[src/design/dfq_pkg.sv]
// Package for the deduplicating queue with remove by identifier.
// Holds the word types, operation and status codes and default sizes.
// No dependencies.
`timescale 1ns / 1ps

package dfq_pkg;

  // Default sizes handed to the top level parameters.
  localparam int unsigned QueueDepthDef = 16;
  localparam int unsigned IdBitsDef     = 16;

  // Fixed field widths of the channel words.
  localparam int unsigned OpW     = 2;
  localparam int unsigned IdFieldW = 16;
  localparam int unsigned StatusW = 3;
  localparam int unsigned PosW    = 4;
  localparam int unsigned CountW  = 5;

  // Operation codes; the high bit alone selects pop.
  localparam logic [OpW-1:0] OP_ENTER  = 2'd0;
  localparam logic [OpW-1:0] OP_REMOVE = 2'd1;
  localparam int unsigned    OP_POP_BIT = 1;

  typedef enum logic [StatusW-1:0] {
    ST_APPENDED  = 3'd0,
    ST_ALREADY   = 3'd1,
    ST_REMOVED   = 3'd2,
    ST_NOT_FOUND = 3'd3,
    ST_POPPED    = 3'd4,
    ST_EMPTY     = 3'd5,
    ST_FULL      = 3'd6
  } status_e;

  typedef struct packed {
    logic [OpW-1:0]      operation;
    logic [IdFieldW-1:0] vehicle_id;
  } in_word_t;

  typedef struct packed {
    status_e             status;
    logic [IdFieldW-1:0] result_id;
    logic [PosW-1:0]     position;
    logic [CountW-1:0]   entry_count;
  } out_word_t;

  // Commands from the controller to the datapath.
  typedef struct packed {
    logic start;
    logic walk;
    logic finish;
  } ctrl_cmd_t;

  // Status from the datapath to the controller.
  typedef struct packed {
    logic walk_done;
    logic out_free;
  } dp_stat_t;

endpackage

[src/design/dfq_ram.sv]
// Generic simple dual port RAM with one write port and a registered read.
// No dependencies.
`timescale 1ns / 1ps

module dfq_ram #(
  parameter int unsigned WIDTH = 16,
  parameter int unsigned DEPTH = 16,
  localparam int unsigned AW = (DEPTH > 1) ? $clog2(DEPTH) : 1
) (
  input  logic             clk_i,
  input  logic             we_i,
  input  logic [AW-1:0]    waddr_i,
  input  logic [WIDTH-1:0] wdata_i,
  input  logic [AW-1:0]    raddr_i,
  output logic [WIDTH-1:0] rdata_o
);

  logic [WIDTH-1:0] mem_q [DEPTH];
  logic [WIDTH-1:0] rdata_q;

  // Write and registered read.
  always_ff @(posedge clk_i) begin
    if (we_i) begin
      mem_q[waddr_i] <= wdata_i;
    end
    rdata_q <= mem_q[raddr_i];
  end

  assign rdata_o = rdata_q;

endmodule

[src/design/dfq_ctrl.sv]
// Controller state machine of the queue: accepts a word, runs the walk
// over the stored entries and hands the result to the output register.
// Depends on dfq_pkg.
`timescale 1ns / 1ps

module dfq_ctrl
  import dfq_pkg::*;
(
  input  logic      clk_i,
  input  logic      rst_ni,
  input  logic      in_valid_i,
  output logic      in_stall_o,
  input  dp_stat_t  stat_i,
  output ctrl_cmd_t cmd_o
);

  typedef enum logic [1:0] {
    S_IDLE,
    S_WALK,
    S_FINISH
  } state_e;

  state_e state_q, state_d;
  logic   stall_q;
  logic   accept;

  assign accept = in_valid_i && !stall_q;

  // Next state and commands.
  always_comb begin
    state_d = state_q;
    cmd_o   = '0;
    unique case (state_q)
      S_IDLE: begin
        if (accept) begin
          cmd_o.start = 1'b1;
          state_d     = S_WALK;
        end
      end
      S_WALK: begin
        if (stat_i.walk_done) begin
          state_d = S_FINISH;
        end else begin
          cmd_o.walk = 1'b1;
        end
      end
      S_FINISH: begin
        if (stat_i.out_free) begin
          cmd_o.finish = 1'b1;
          state_d      = S_IDLE;
        end
      end
      default: state_d = S_IDLE;
    endcase
  end

  // State and the registered stall.
  always_ff @(posedge clk_i or negedge rst_ni) begin
    if (!rst_ni) begin
      state_q <= S_IDLE;
      stall_q <= 1'b0;
    end else begin
      state_q <= state_d;
      stall_q <= (state_d != S_IDLE);
    end
  end

  assign in_stall_o = stall_q;

endmodule

[src/design/dfq_datapath.sv]
// Datapath of the queue: entry memory, walk counters, match and shift
// logic, occupancy and the output register.
// Depends on dfq_pkg and dfq_ram.
`timescale 1ns / 1ps

module dfq_datapath
  import dfq_pkg::*;
#(
  parameter int unsigned QUEUE_DEPTH = QueueDepthDef,
  parameter int unsigned ID_BITS     = IdBitsDef
) (
  input  logic      clk_i,
  input  logic      rst_ni,
  input  in_word_t  in_word_i,
  input  ctrl_cmd_t cmd_i,
  output dp_stat_t  stat_o,
  output logic      out_valid_o,
  input  logic      out_stall_i,
  output out_word_t out_word_o
);

  localparam int unsigned IdW  = (ID_BITS < IdFieldW) ? ID_BITS : IdFieldW;
  localparam int unsigned AW   = (QUEUE_DEPTH > 1) ? $clog2(QUEUE_DEPTH) : 1;
  localparam int unsigned OccW = $clog2(QUEUE_DEPTH + 1);
  localparam logic [OccW-1:0] OccFull = OccW'(QUEUE_DEPTH);

  logic [OpW-1:0]  op_q;
  logic [IdW-1:0]  id_q;
  logic [OccW-1:0] occ_q, occ_d;
  logic [OccW-1:0] rd_q;
  logic            dv_q;
  logic [AW-1:0]   cmp_q;
  logic            found_q;
  logic [AW-1:0]   pos_q;
  logic [IdW-1:0]  rid_q;
  logic            out_valid_q;
  out_word_t       out_q, out_d;

  logic            is_pop;
  logic            more;
  logic            match;
  logic [IdW-1:0]  rdata;
  logic            shift_we;
  logic            append_we;
  logic            ram_we;
  logic [AW-1:0]   ram_waddr;
  logic [IdW-1:0]  ram_wdata;

  assign is_pop = op_q[OP_POP_BIT];
  assign more   = (rd_q < occ_q);

  // A pop matches the head; enter and remove compare identifiers.
  assign match = dv_q && !found_q && (is_pop ? (cmp_q == '0) : (rdata == id_q));

  // After the match every later entry of a remove or pop moves down by one.
  assign shift_we  = cmd_i.walk && dv_q && found_q && (op_q != OP_REMOVE ? is_pop : 1'b1);

  assign stat_o.walk_done = !dv_q && !more;
  assign stat_o.out_free  = !out_valid_q || !out_stall_i;

  // Result and occupancy at the end of the walk.
  always_comb begin
    out_d             = '0;
    out_d.result_id   = IdFieldW'(id_q);
    occ_d             = occ_q;
    append_we         = 1'b0;
    if (is_pop) begin
      if (found_q) begin
        out_d.status    = ST_POPPED;
        out_d.result_id = IdFieldW'(rid_q);
        occ_d           = occ_q - 1'b1;
      end else begin
        out_d.status = ST_EMPTY;
      end
    end else if (op_q == OP_REMOVE) begin
      if (found_q) begin
        out_d.status   = ST_REMOVED;
        out_d.position = PosW'(pos_q);
        occ_d          = occ_q - 1'b1;
      end else begin
        out_d.status = ST_NOT_FOUND;
      end
    end else begin
      if (found_q) begin
        out_d.status   = ST_ALREADY;
        out_d.position = PosW'(pos_q);
      end else if (occ_q == OccFull) begin
        out_d.status = ST_FULL;
      end else begin
        out_d.status   = ST_APPENDED;
        out_d.position = PosW'(occ_q);
        occ_d          = occ_q + 1'b1;
        append_we      = cmd_i.finish;
      end
    end
    out_d.entry_count = CountW'(occ_d);
  end

  // One write port serves the shift and the append.
  assign ram_we    = shift_we || append_we;
  assign ram_waddr = append_we ? occ_q[AW-1:0] : (cmp_q - 1'b1);
  assign ram_wdata = append_we ? id_q : rdata;

  dfq_ram #(
    .WIDTH (IdW),
    .DEPTH (QUEUE_DEPTH)
  ) u_ram (
    .clk_i   (clk_i),
    .we_i    (ram_we),
    .waddr_i (ram_waddr),
    .wdata_i (ram_wdata),
    .raddr_i (rd_q[AW-1:0]),
    .rdata_o (rdata)
  );

  // Walk state and the latched request.
  always_ff @(posedge clk_i or negedge rst_ni) begin
    if (!rst_ni) begin
      occ_q   <= '0;
      rd_q    <= '0;
      dv_q    <= 1'b0;
      found_q <= 1'b0;
    end else begin
      if (cmd_i.start) begin
        rd_q    <= '0;
        dv_q    <= 1'b0;
        found_q <= 1'b0;
      end else if (cmd_i.walk) begin
        rd_q <= rd_q + OccW'(more);
        dv_q <= more;
        if (match) begin
          found_q <= 1'b1;
        end
      end
      if (cmd_i.finish) begin
        occ_q <= occ_d;
      end
    end
  end

  // Payload registers of the walk.
  always_ff @(posedge clk_i) begin
    if (cmd_i.start) begin
      op_q  <= in_word_i.operation;
      id_q  <= in_word_i.vehicle_id[IdW-1:0];
      pos_q <= '0;
    end else if (cmd_i.walk) begin
      cmp_q <= rd_q[AW-1:0];
      if (match) begin
        pos_q <= cmp_q;
        rid_q <= rdata;
      end
    end
  end

  // Output register.
  always_ff @(posedge clk_i or negedge rst_ni) begin
    if (!rst_ni) begin
      out_valid_q <= 1'b0;
    end else if (cmd_i.finish) begin
      out_valid_q <= 1'b1;
    end else if (!out_stall_i) begin
      out_valid_q <= 1'b0;
    end
  end

  always_ff @(posedge clk_i) begin
    if (cmd_i.finish) begin
      out_q <= out_d;
    end
  end

  assign out_valid_o = out_valid_q;
  assign out_word_o  = out_q;

endmodule

[src/design/dedup_fifo_with_remove_by_id_core.sv]
// Deduplicating ordered queue of identifiers with remove by identifier.
// Top level: controller and datapath. Depends on dfq_pkg, dfq_ctrl and
// dfq_datapath.
//
// Usage:
//   The input channel (in_valid_i, in_stall_o, in_word_i) takes one word
//   with an operation: enter if absent, remove by identifier, or pop head.
//   The output channel (out_valid_o, out_stall_i, out_word_o) gives one
//   word per input: status, identifier, position and entry count.
//   Each operation walks the stored entries, one memory read per cycle;
//   a match is recorded and, for remove and pop, every later entry is
//   written one place down in the same pass.
//   The result is registered once the walk has read all N stored entries,
//   where N is the entry count at acceptance. The input stays stalled
//   until the result is in the output register, so the walk over the
//   single memory read port sets the throughput.
//   A finished result waits in the output register; a new word is
//   accepted meanwhile and its walk runs, but it completes only once the
//   receiver has taken the earlier result.
//   Reset empties the queue; memory entries are only used once written.
`timescale 1ns / 1ps

module dedup_fifo_with_remove_by_id_core
  import dfq_pkg::*;
#(
  parameter int unsigned QUEUE_DEPTH = QueueDepthDef,
  parameter int unsigned ID_BITS     = IdBitsDef
) (
  input  logic      clk_i,
  input  logic      rst_ni,
  input  logic      in_valid_i,
  output logic      in_stall_o,
  input  in_word_t  in_word_i,
  output logic      out_valid_o,
  input  logic      out_stall_i,
  output out_word_t out_word_o
);

  ctrl_cmd_t cmd;
  dp_stat_t  stat;

  // Sequencing of each operation.
  dfq_ctrl u_ctrl (
    .clk_i      (clk_i),
    .rst_ni     (rst_ni),
    .in_valid_i (in_valid_i),
    .in_stall_o (in_stall_o),
    .stat_i     (stat),
    .cmd_o      (cmd)
  );

  // Entry storage, walk and result.
  dfq_datapath #(
    .QUEUE_DEPTH (QUEUE_DEPTH),
    .ID_BITS     (ID_BITS)
  ) u_datapath (
    .clk_i       (clk_i),
    .rst_ni      (rst_ni),
    .in_word_i   (in_word_i),
    .cmd_i       (cmd),
    .stat_o      (stat),
    .out_valid_o (out_valid_o),
    .out_stall_i (out_stall_i),
    .out_word_o  (out_word_o)
  );

endmodule

[config.mk]
export PLATFORM = sky130hd
export DESIGN_NAME = dedup_fifo_with_remove_by_id_core
export DESIGN_NICKNAME = d
export VERILOG_FILES = /design/src/design/dfq_pkg.sv /design/src/design/dfq_ram.sv /design/src/design/dfq_ctrl.sv /design/src/design/dfq_datapath.sv /design/src/design/dedup_fifo_with_remove_by_id_core.sv
export SDC_FILE = /design/constraint.sdc
export NUM_CORES = 1
export LEC_CHECK = 0
export ABC_CLOCK_PERIOD_IN_PS = 4920
export BUFFER_PORTS_ARGS = -buffer_cell sky130_fd_sc_hd__buf_2
export CAP_MARGIN = 20
export CORE_ASPECT_RATIO = 0.75
export CORE_MARGIN = 3
export CORE_UTILIZATION = 41
export CTS_CLUSTER_SIZE = 25
export DETAILED_ROUTE_END_ITERATION = 8
export PLACE_DENSITY_LB_ADDON = 0.3
export SETUP_SLACK_MARGIN = 0.1
export SYNTH_ARGS = -nofsm -noshare
export SYNTH_HDL_FRONTEND = slang
export SYNTH_HIERARCHICAL = 1
export SYNTH_SLANG_ARGS = --single-unit
[constraint.sdc]
create_clock -name clk_i -period 4.92 [get_ports clk_i]
set_clock_uncertainty 0.2 [all_clocks]
set_input_delay 0.738 -clock clk_i [delete_from_list [all_inputs] [get_ports clk_i]]
set_output_delay 0.738 -clock clk_i [all_outputs]
set_load 0.05 [all_outputs]
Word level (Yosys, flattened, before mapping)
Memories as Yosys holds them, arrays and structs flattened. A register that Yosys moved wholly into a read port is not among the register bits. Cells that the tools add are included.

Register bits: 86. Memory bits (writable): 256. Input bits: 22. Output and inout bits: 30. Memories: 1.

Add/subtract/negate cells: 4. Order comparisons: 1. Equal/unequal tests: 7. Mux-type cells: 46. Bitwise logic cells: 1. Reductions and logical operators: 24.

Memory list: u_datapath.u_ram.mem_q (depth 16, width 16, rd ports 1, clocked after memory_dff 1, wr ports 1, RTL line dfq_ram.sv:18) `logic [WIDTH-1:0] mem_q [DEPTH];`.

Operators by type and width (count): $mux 16 (3); $mux 5 (7); $mux 1 (23); $mux 4 (5); $eq 16x16->1 (1); $mux 3 (4); $logic_and 1x1->1 (7); $logic_not 1->1 (6); $mux 2 (3); $pmux 2 s3 (1); $reduce_and 2->1 (3); $reduce_bool 2->1 (3); $add 5x1->5 (1); $add 5x1->5 const B (1); $eq 5x5->1 const B (1); $lt 5x5->1 (1); $sub 5x1->5 const B (1); $eq 2x1->1 const B (2); $logic_not 4->1 (1); $ne 2x1->1 const B (2); $sub 4x1->4 const B (1); $reduce_and 3->1 (1); $eq 2x2->1 const B (1); $logic_not 2->1 (1); other kinds (2) (3).

Logic depth before layout (Yosys ltp)
Depth after elaboration: 11. Gate-level depth with buffers: 15.

By module
The synthesis kept the hierarchy.

By module, submodules not included: dfq_ram (instances 1, cells each 432, area each 10042.1 um2); dfq_datapath (instances 1, cells each 279, area each 3870.0 um2); dfq_ctrl (instances 1, cells each 14, area each 151.4 um2).

Worst setup path after synthesis
OpenSTA, ideal clock, no wires.

Path type: input -> register. From: input out_stall_i. To: memory u_datapath.u_ram.mem_q[0][0], enable pin. Library setup time: 409 ps. Data arrival time: 4558 ps. Data required time: 4311 ps. Setup slack: -247 ps. Stages: 10. Path buffers: 2. Cells stage by stage: nand2_1 > inv_1 > nor2_1 > buf_2 > nand2_4 > buf_6 > nand2_1 > o21ai_0 > or3b_2 > nor3_1.

RTL lines: from (decl) (RTL line dedup_fifo_with_remove_by_id_core.sv:35) `input logic out_stall_i,`; to (decl) (RTL line dfq_ram.sv:18).

==> impl_metrics.tcl <==
set metrics [dict create \
    htreeDepth 2 \
    placed_area_mm2 0.0150 \
    numCtsBuffers 34 \
    antenna_found_initial 0 \
    cts_root_buf "clkbuf_16" \
    drt.antenna.violating_nets 0 \
    die_h_um 166 \
    synth_fa_ha_area_frac 0.00979 \
    fin_tns_setup_ns 0 \
    finalHoldViolCount 0 \
    yosys.area_share.simple 0.0416 \
    port_buffers 51 \
    syn_nets 758 \
    antenna_cells 0 \
    fmax_ghz 0.234 \
    rr_worst_depth 13 \
    synth_edf_count 322 \
    avgSynthCellArea_um2 19.4 \
    vdd_drop_max_mv 0.357 \
    vias 6990 \
    maxCapViolations 0 \
    worstHoldPathCells 1 \
    status "finished clean" \
    grt_pass1_wl_um 45700 \
    pwr-share-comb 0.260 \
    path_class "flip-flop to flip-flop" \
    grt.total_usage 0.168 \
    layout_common_cells "edfxtp_1 (322), mux4_2 (54), buf_2 (51), buf_4 (36), clkbuf_16 (35)" \
    rows 58 \
    drt_iter0_markers 735 \
    die_area_mm2 0.0366 \
    grt-ovfl-total 0 \
    ios 52 \
    totalWireLength_um 30100 \
    cp_common_cell "a21o_1" \
    period_minus_slack_ns 4.28 \
    p_sw_mw 2.82 \
    yosysWarnings 6 \
    grt_pass1_vias 6938 \
    powerDensity_mw_per_mm2 565 \
    synthArstFlopShare 0.0447 \
    min_path_type "input port to flip-flop" \
    clockPowerShare 0.279 \
    worstSetupPathDepth 13 \
    core_mm2 0.0337 \
    final_max_slew_viol_count 0 \
    fin_crit_sh 0.870 \
    initial_utilization 0.418 \
    clk_path_buf_depth 3 \
    viasPerCell 5.41 \
    ys_seq_area_frac 0.744 \
    drcViolationCount 0 \
    worstPathRequired_ns 4.95 \
    cp_slowest_cell "or3b_2" \
    wire_per_inst_um 23.3 \
    synth_top_family_by_area "multiplexers" \
    clk_latency_ns 0.52 \
    critical_path.max_fanout 9 \
    power_frac_seq 0.461 \
    crit_path_start_kind "flip-flop" \
    rsz0062_at_grt "no" \
    ys.flop_type "edfxtp_1" \
    cts_tree "yes" \
    gp_congestion 0.816 \
    slowest_delay_ns 0.57 \
    hpwl_um 18900 \
    path_clk_slew_ns 0.06 \
    end_kind "flip-flop" \
    fillers 2827 \
    worst_slew_pin_slew_ns 1.03 \
    yosysUniqueCellTypes 47 \
    die_w_um 220 \
    path_buf_inv 2 \
    seq_area_mm2 0.0105 \
    drive_gt1_frac 0.296 \
    post-cts-setup-buffers 0 \
    synth_mux_area_frac 0.139 \
    clock_sinks 358 \
    setup_viol 0 \
    holdWs_ns 0.186 \
    dr.pass1.iters 5 \
    final_nets 851 \
    layout_commonest_cell "edfxtp_1" \
    synth-xor-area-share 0.0168 \
    intPower_mw 6.30 \
    stdcell_area_mm2 0.0161 \
    cp_top_family "simple AND/OR/NAND/NOR gates" \
    synth_area_mm2 0.0141 \
    multi_input_comb_area_mm2 0.00344 \
    ys_ff_latch 358 \
    critical_path_arrival_ns 4.30 \
    synth_compound_area_frac 0.0322 \
    switching_share 0.309 \
    grt_max_degree 38 \
    crit_chain "inv_1, ha_1, a21o_1, a21o_1, a21o_1, a21oi_1, nor2_1, nor3b_1, nand3_1, o21ai_0, or3b_2, nor2_2, buf_4" \
    leakage_nw 5.42 \
    maxSlewHeadroom 0.311 \
    syn2layout_area_growth_pct 14.6 \
    p_total_mw 9.11 \
    synth_cells 725 \
]
-- per-stage QoR --
step	utilization	setup slack (ns)	std cells
after CTS	0.479	0.710	1291
after global routing	0.479	0.364	1291
after global placement	0.447	0.843	1231
final	0.479	0.642	1291
after floorplan	-	0.241	725
after detailed placement	0.447	0.708	1231
-- power by group through the flow --
stage	Sequential, mW	Clock, mW	Combinational [mW]
2_1_floorplan	4.38	0	1.50
3_3_place_gp	4.26	0	2.36
3_5_place_dp	4.26	0	2.38
4_1_cts	4.20	2.60	2.39
5_1_grt	4.23	2.72	2.59
6_report	4.20	2.54	2.37
-- synth_stat cells, types with 5 or more instances --
| cell type | instances | share of area |
|---|---|---|
| mux2_4 | 11 | 0.012 |
| mux4_1 | 10 | 0.019 |
| nand2_1 | 34 | 0.0091 |
| xnor2_1 | 11 | 0.0069 |
| a22oi_1 | 34 | 0.018 |
| o21ai_0 | 12 | 0.0043 |
| mux2_2 | 21 | 0.017 |
| mux4_2 | 54 | 0.086 |
| buf_2 | 8 | 0.0028 |
| nor3_1 | 8 | 0.0028 |
| buf_6 | 6 | 0.0048 |
| nand2b_1 | 5 | 0.0022 |
| dfxtp_1 | 20 | 0.028 |
| buf_1 | 5 | 0.0013 |
| a21oi_1 | 6 | 0.0021 |
| clkbuf_1 | 9 | 0.0024 |
| mux2i_1 | 8 | 0.0057 |
| inv_1 | 10 | 0.0027 |
| xor2_1 | 16 | 0.010 |
| ha_1 | 11 | 0.0098 |
| edfxtp_1 | 322 | 0.69 |
| dfrtp_1 | 16 | 0.028 |
| nor2_1 | 43 | 0.011 |
-- layout make-up --
| type | count | share of cell area |
|---|---|---|
| clock buffer | 44 | 0.0583 |
| clock inverter | 15 | 0.00807 |
| inverter | 10 | 0.00233 |
| multi-input combinational | 326 | 0.213 |
| sequential | 358 | 0.650 |
| tap | 450 | 0.0349 |
| timing repair buffer | 88 | 0.0332 |
-- kinds of logic (layout without fill, tap and decap cells) --
kind of cell	after synthesis	after routing
buffers and inverters	41	157
xor gates and xnor gates	27	27
muxes	104	104
DFF	358	358
and+or+nand+nor	120	120
adders and majority gates	11	11
AOI/OAI and AO/OA	64	64
-- timing repair --
action | 4_1_cts | 5_1_grt
hold endpoints to repair | 16 | 0
hold buffers | 1 | 0
gates resized for setup | 0 | 0
-- metal layers --
layer | vias up | GRT usage | wire length, um
met5 | - | 0 | 0
met2 | 216 | 0.231 | 12900
met1 | 3645 | 0.273 | 14700
met3 | 42 | 0.0360 | 2070
li1 | 3087 | - | -
met4 | 0 | 0.0381 | 468
-- registers in the layout, indices dropped and copies added, names as in the netlist --
register / cells
u_datapath/u_ram/mem_q: 256
u_datapath/occ_q: 5
u_datapath/out_word_o: 28
u_datapath/op_q: 2
u_datapath/u_ram/rdata_o: 16
u_datapath/id_q: 16
u_datapath/rd_q: 5
u_ctrl/in_stall_o: 1
u_datapath/dv_q: 1
u_datapath/cmp_q: 4
u_datapath/out_valid_o: 1
u_datapath/pos_q: 4
u_datapath/rid_q: 16
u_datapath/found_q: 1
u_ctrl/state_q: 2
-- path summary, 6_finish.rpt --
path / start / end / slack (ns)
setup / recovery: u_datapath/occ_q[1] / u_datapath/u_ram/mem_q[2][7] / 0.64
hold / removal: in_word_i[9] / u_datapath/id_q[9] / 0.19
setup reg to reg: u_datapath/occ_q[1] / u_datapath/u_ram/mem_q[2][7] / 0.64
hold reg to reg: u_datapath/u_ram/rdata_o[0] / u_datapath/rid_q[0] / 0.27
max in group asynchronous: rst_ni / u_datapath/rd_q[0] / 3.72
min in group asynchronous: rst_ni / u_datapath/occ_q[3] / 0.49
(Power assumes the default switching activity.)
